### config.mk
export PLATFORM = sky130hd
export DESIGN_NAME = vaar_delay
export DESIGN_NICKNAME = d
export VERILOG_FILES = /design/src/rtl/vaar_delay.sv
export SDC_FILE = /design/constraint.sdc
export NUM_CORES = 1
export LEC_CHECK = 0
export BUFFER_PORTS_ARGS = -buffer_cell sky130_fd_sc_hd__buf_2
export CORE_UTILIZATION = 38
export CTS_BUF_LIST = sky130_fd_sc_hd__clkbuf_8
export DETAILED_ROUTE_END_ITERATION = 10
export MAX_ROUTING_LAYER = met4
export PLACE_DENSITY = 0.65
export SYNTH_ARGS = -nofsm -noshare
export SYNTH_HDL_FRONTEND = slang
export SYNTH_SLANG_ARGS = --single-unit
### constraint.sdc
create_clock -name clk -period 0.8 [get_ports clk]
set_input_delay 0.04 -clock clk [delete_from_list [all_inputs] [get_ports clk]]
set_output_delay 0.04 -clock clk [all_outputs]
set_load 0.02 [all_outputs]
### src/rtl/vaar_delay.sv
`default_nettype none
module vaar_delay #(
	parameter int WIDTH = 8,
	parameter int DEPTH = 4
) (
	input  logic             clk,
	input  logic             en,
	input  logic [WIDTH-1:0] din,
	output logic [WIDTH-1:0] dout
);

	logic [WIDTH-1:0] tap_q [DEPTH];

	always_ff @(posedge clk) begin
		if (en) begin
			tap_q[0] <= din;
			for (int i = 1; i < DEPTH; i++) begin
				tap_q[i] <= tap_q[i-1];
			end
		end
	end

	assign dout = tap_q[DEPTH-1];

endmodule
`default_nettype wire

* Word-level counts from Yosys, hierarchy flattened *
Memories as Yosys holds them, arrays and structs flattened.
Index checks and enable logic that the tools add are counted.
W data, S select, Z words.

operators by class
  multiplexer cells = 2

operators with widths
  kind     number
  $mux W1  2

storage, ports and cells
  flip-flop bits (word level) = 0
  RAM bits = 32
  output and inout bits = 8
  memories = 1

memory list
  memory  words  bits a word  rd ports  clocked after memory_dff  write ports  RTL line  RTL
  tap_q   4      8            4         0                         4            12        logic [WIDTH-1:0] tap_q [DEPTH];

* Depth between registers and ports, before layout *
Gate-level depths: netlist (run 1).

  depth in word-level cells = 2
  gate-level depth with buffers = 0
  mapped depth without buffers = 0

* Worst setup path before layout (run 1) *
No wires, ideal clock.

  kind = reg2reg
  from = mem tap_q[0][0]
  to = mem tap_q[1][0] (data pin)
  arrival time = 0.323 ns
  data required time = 0.534 ns
  slack = 0.211 ns
  cell stages (with the launch flop) = 1
  buffers on the path = 0
  clock period less this slack = 0.589 ns
  path through = edfxtp_1

RTL lines
  what         RTL line
  from (decl)  12

==> flow_summary_export.csv, run 1 <==
group,metric,value,unit
yosys,synth-async-reset-ratio,0,%
die,core,2300,sq um
setup_path,start_kind,"flip-flop",
setup_path,r2r_start,"tap_q[2][1]",
sta,finalWorstSetupSlack,-0.0391,ns
yosys,synth_edf_count,32,
run_status,status,"finished with violations",
cells_and_area,nMultiInputCombCells,0,
clock_tree,clk_latency,0.27,ns
flow_run,maxCapViolations,0,
sta,finalMaxSlewViolations,0,
yosys,synth_area_leaders,"edfxtp_1 100%",
detailed_routing,dr.pass1.iters,3,
pwr,seq_power_share,62.2,%
cells_and_area,largest_register,"tap_q",
detailed_routing,first_iter_violations,7,
yosys,ys.flop_type,"edfxtp_1",
clock_tree,post-cts-setup-buffers,0,
die,die_area,2730,sq um
detailed_routing,routed_wl,979,um
hold_path,hold_class,"input port to flip-flop",
yosys,avgSynthCellArea,30.0,sq um
yosys,synthCells,32,
setup_path,crit_fanout,1,
grt,first_global_vias,394,
placement,place_congestion,0.584,
cells_and_area,layoutNonFillerInstCount,94,
pwr,vdd_drop_max,1.58,mV
grt,grt_usage,9.41,%
grt,grt_pass1_wl,1520,um
sta,finalHoldViolCount,0,
die,die-width,52.3,um
yosys,synthTopCellsByCount,"32 x edfxtp_1",
setup_path,cp.arrival,0.80,ns
pwr,power_density,2480,nW/um^2
die,pin_count,18,
cells_and_area,largest_register_ffs,32,
sta,fin_crit,0.839,ns
pwr,p_clk_share,32.8,%
placement,io_buffers,17,
pwr,p_leak,0.478,nW
yosys,synth_cell_types,1,
placement,dp.cells,79,
cells_and_area,multiInputGateArea,0,sq um
setup_path,r2r-end,"tap_q[3][1]",
setup_path,critPathBufInv,1,
yosys,synth_area_leader_cell,"edfxtp_1",
sta,max_slew_margin,92.8,%
clock_tree,cts_sinks,32,
clock_tree,clock_path_buffers,2,
setup_path,crit_path_max_incr_delay,0.36,ns
setup_path,required,0.76,ns
yosys,syn_nets,42,
pwr,p_sw,586,uW
grt,grt_overflow,0,
sta,tns,-0.226,ns
detailed_routing,remaining_drc_errors,0,
detailed_routing,post_drt_wl_per_cell,10.4,um
setup_path,ff2ff_setup_slack,0.17,ns
pwr,p_int,2.63,mW
sta,hold_ws,0.188,ns
sta,fin_skew,0.00282,ns
yosys,ys_seq_elements,32,
detailed_routing,via_per_inst,4.32,
cells_and_area,drive_gt1_share,36.4,%
yosys,synth_seq_area_share,100,%
clock_tree,clock-root-buffer,"clkbuf_8",
setup_path,r2r.worst_path.cells,0,
die,start_util,41.8,%
pwr,switching_share,18.2,%
sta,worstMarginPinSlew,0.109,ns
yosys,yosys_warnings,0,
sta,rsz0062_at_grt,"yes",
sta,setup_violations,8,
grt,antenna_found_initial,0,
cells_and_area,num_antenna_cells,0,
hold_path,holdPathEnd,"tap_q[2][7]",
yosys,synth_top_cell_area_share,100,%
clock_tree,cts_tree,"done",
sta,period_share,105,%
hold_path,min_path_cells,2,
clock_tree,clk_transition_reported_paths,0.06,ns
setup_path,worstSetupEndpointType,"primary output",
pwr,total_power,3.22,mW
cells_and_area,n_fill_cell,192,
setup_path,path_delay_family,"flip-flops",
detailed_routing,vias,406,
clock_tree,numCtsBuffers,5,
die,dieHeight,52.3,um
setup_path,critPathSlowestCell,"edfxtp_1",
die,rows,17,
sta,max_clock_freq,1190,MHz
cells_and_area,seq_area,961,sq um
cells_and_area,reg_top3,"tap_q x32",
clock_tree,htree_levels,2,
cells_and_area,area_growth,34.9,%
setup_path,path_class,"flip-flop to primary output",
grt,grt_max_degree,18,
detailed_routing,antenna_left,0,
setup_path,cp_cell_sequence,"buf_2",
cells_and_area,final_net_count,76,
hold_path,min_from,"en",
yosys,synth_area,961,sq um
pwr,p_comb_share,5.0,%
run_status,failed_checks,"negative setup slack",
yosys,synth_most_common_cell,"edfxtp_1",
[logic make-up after synthesis]
group / count (synthesis) / synth area share [%]
flops: 32 / 100
[how the worst max path moves through the flow]
| stage | start | end | slack (ns) | depth (start not counted) |
|---|---|---|---|---|
| after floorplan | tap_q[0][0] | tap_q[1][0] | 0.21 | 0 |
| after global placement | en | tap_q[3][0] | 0.17 | 2 |
| after detailed placement | en | tap_q[3][1] | 0.16 | 2 |
| after CTS | tap_q[3][2] | dout[2] | -0.06 | 1 |
| after global routing | tap_q[3][1] | dout[1] | -0.08 | 1 |
| final | tap_q[3][1] | dout[1] | -0.04 | 1 |
[power groups by stage]
stage | sequential (mW) | combinational [mW] | clock [mW]
2_1_floorplan | 2.06 | 0 | 0
3_3_place_gp | 2.03 | 0.120 | 0
3_5_place_dp | 2.04 | 0.123 | 0
4_1_cts | 2.00 | 0.153 | 1.11
5_1_grt | 2.01 | 0.172 | 1.18
6_report | 2.00 | 0.161 | 1.05
[repair_timing]
action,in CTS,in global routing
gates resized for setup,0,6
gates cloned,0,0
endpoints found under the setup margin,8,8
pin swaps,0,0
hold buffers,8,0
endpoints found under the hold margin,8,0
[metrics by stage]
step           setup WS (ns)  area, sq um  util, %
2_1_floorplan          0.211          961        -
3_3_place_gp           0.169         1120     48.8
3_5_place_dp           0.164         1120     48.8
4_1_cts              -0.0609         1280     55.6
5_1_grt              -0.0779         1300     56.4
6_report             -0.0391         1300     56.4
[layer usage]
layer	vias up	global-route usage, %	share of wire, %
li1	194	-	-
met1	183	7.72	38
met2	23	13.7	46
met3	6	6.96	12
met4	0	7.89	3.9
met5	-	-	0
[layout by cell type, fill, tap and decap left out]
cell type	synthesis	layout
dlygate4sd3_1	0	8
clkinv_1	0	2
buf_2	0	14
clkbuf_8	0	5
buf_12	0	2
buf_6	0	3
edfxtp_1	32	32
[final cells by class]
cell class            count  share of cell area [%]
Sequential cell          32                    74.1
Clock inverter            2                   0.579
Timing Repair Buffer     27                    17.3
Clock buffer              5                    5.31
Tap cell                 28                    2.70
(Power assumes the default switching activity.)
==> inputs of run 2 (changes only) <==
Settings changed: CTS_BUF_LIST sky130_fd_sc_hd__clkbuf_8 to sky130_fd_sc_hd__clkbuf_16, RECOVER_POWER from default to 25.
==> flow_summary_export.csv, run 2 (synthesis results as in run 1) <==
group,metric,value,unit
detailed_routing,remaining_drc_errors,0,
sta,max_slew_margin,73.7,%
die,rows,17,
run_status,status,"finished with violations",
die,start_util,41.8,%
detailed_routing,post_drt_wl_per_cell,10.2,um
setup_path,path_delay_family,"flip-flops",
die,die-width,52.3,um
pwr,p_leak,0.490,nW
pwr,vdd_drop_max,2.15,mV
grt,grt_max_degree,18,
clock_tree,cts_sinks,32,
detailed_routing,dr.pass1.iters,2,
sta,worstMarginPinSlew,0.394,ns
sta,finalWorstSetupSlack,-0.0295,ns
cells_and_area,final_cell_mix,"32 x edfxtp_1, 13 x buf_2, 8 x dlygate4sd3_1, 5 x clkbuf_16, 3 x buf_6",
setup_path,cp_cell_sequence,"buf_2",
setup_path,path_class,"flip-flop to primary output",
cells_and_area,largest_register_ffs,32,
cells_and_area,multiInputGateArea,0,sq um
detailed_routing,first_iter_violations,10,
setup_path,required,0.76,ns
clock_tree,clk_latency,0.27,ns
clock_tree,cts_tree,"done",
sta,fin_skew,0.00303,ns
grt,grt_usage,9.09,%
sta,finalMaxSlewViolations,0,
sta,max_clock_freq,1210,MHz
placement,place_congestion,0.584,
setup_path,critPathSlowestCell,"edfxtp_1",
pwr,p_sw,646,uW
cells_and_area,reg_top3,"tap_q x32",
placement,io_buffers,17,
run_status,failed_checks,"negative setup slack",
clock_tree,clk_transition_reported_paths,0.05,ns
grt,grt_overflow,0,
detailed_routing,via_per_inst,4.41,
cells_and_area,largest_register,"tap_q",
detailed_routing,antenna_left,0,
cells_and_area,area_growth,37.5,%
cells_and_area,final_common_cell,"edfxtp_1",
die,pin_count,18,
pwr,p_comb_share,3.7,%
setup_path,critPathBufInv,1,
cells_and_area,num_antenna_cells,0,
cells_and_area,n_fill_cell,184,
placement,dp.cells,79,
sta,setup_violations,8,
flow_run,maxCapViolations,0,
grt,grt_pass1_wl,1450,um
setup_path,cp.arrival,0.79,ns
detailed_routing,vias,415,
pwr,p_clk_share,43.4,%
clock_tree,htree_levels,2,
setup_path,worstSetupEndpointType,"primary output",
detailed_routing,routed_wl,962,um
hold_path,hold_class,"input port to flip-flop",
cells_and_area,nMultiInputCombCells,0,
sta,rsz0062_at_grt,"yes",
grt,first_global_vias,394,
setup_path,crit_path_max_incr_delay,0.36,ns
die,die_area,2730,sq um
pwr,seq_power_share,52.9,%
grt,antenna_found_initial,0,
cells_and_area,layoutNonFillerInstCount,94,
cells_and_area,final_net_count,76,
die,core,2300,sq um
sta,fin_crit,0.830,ns
pwr,switching_share,17.0,%
clock_tree,numCtsBuffers,5,
sta,finalHoldViolCount,0,
setup_path,start_kind,"flip-flop",
clock_tree,clock_path_buffers,2,
pwr,p_int,3.15,mW
pwr,power_density,2870,nW/um^2
setup_path,crit_fanout,1,
die,dieHeight,52.3,um
clock_tree,clock-root-buffer,"clkbuf_16",
sta,tns,-0.147,ns
cells_and_area,drive_gt1_share,34.8,%
sta,period_share,104,%
-- run 2: cell type report --
class	count	area, sq um	area share, %
Sequential cell	32	961	72.7
Clock buffer	5	125	9.47
Tap cell	28	35.0	2.65
Clock inverter	2	7.51	0.568
Timing Repair Buffer	27	193	14.6
-- run 2: power groups by stage --
stage	combinational (mW)	clock [mW]	sequential (mW)
final	0.141	1.65	2.01
after global routing	0.151	1.77	2.01
after CTS	0.153	1.70	2.01
after detailed placement	0.123	0	2.04
after global placement	0.120	0	2.03
after floorplan	0	0	2.06
-- run 2: path summary, 6_finish.rpt --
| path | slack, ns | cells past startpoint | start | end |
|---|---|---|---|---|
| max reg2reg | 0.17 | 0 | tap_q[2][1] | tap_q[3][1] |
| min | 0.35 | 2 | en | tap_q[2][3] |
| min reg2reg | 0.41 | 0 | tap_q[1][2] | tap_q[2][2] |
| max | -0.03 | 1 | tap_q[3][1] | dout[1] |
-- run 2: metal layers --
metal,vias to the layer above,global-route usage [%],share of wire (%),routed length [um]
met1,188,7.13,39,375
met2,24,13.3,47,455
met4,0,10.5,4.4,42
met5,-,-,0,0
li1,198,-,-,-
met3,5,5.22,9.3,89
-- run 2: through the flow --
stage | power [mW] | hold WS (ns) | cell area, sq um | setup WS (ns) | util, %
after floorplan | 2.06 | 0.139 | 961 | 0.211 | -
after detailed placement | 2.16 | 0.218 | 1120 | 0.164 | 48.8
after global routing | 3.94 | 0.391 | 1320 | -0.0590 | 57.5
after CTS | 3.86 | 0.188 | 1330 | -0.0462 | 58.1
final | 3.80 | 0.351 | 1320 | -0.0295 | 57.5
after global placement | 2.15 | 0.218 | 1120 | 0.169 | 48.8
-- run 2: what timing repair did --
| action | CTS | global route |
|---|---|---|
| setup endpoints to repair | 8 | 8 |
| resized for setup | 0 | 6 |
| hold buffers | 8 | 0 |
| buffers inserted | 0 | 0 |
| hold endpoints to repair | 8 | 0 |
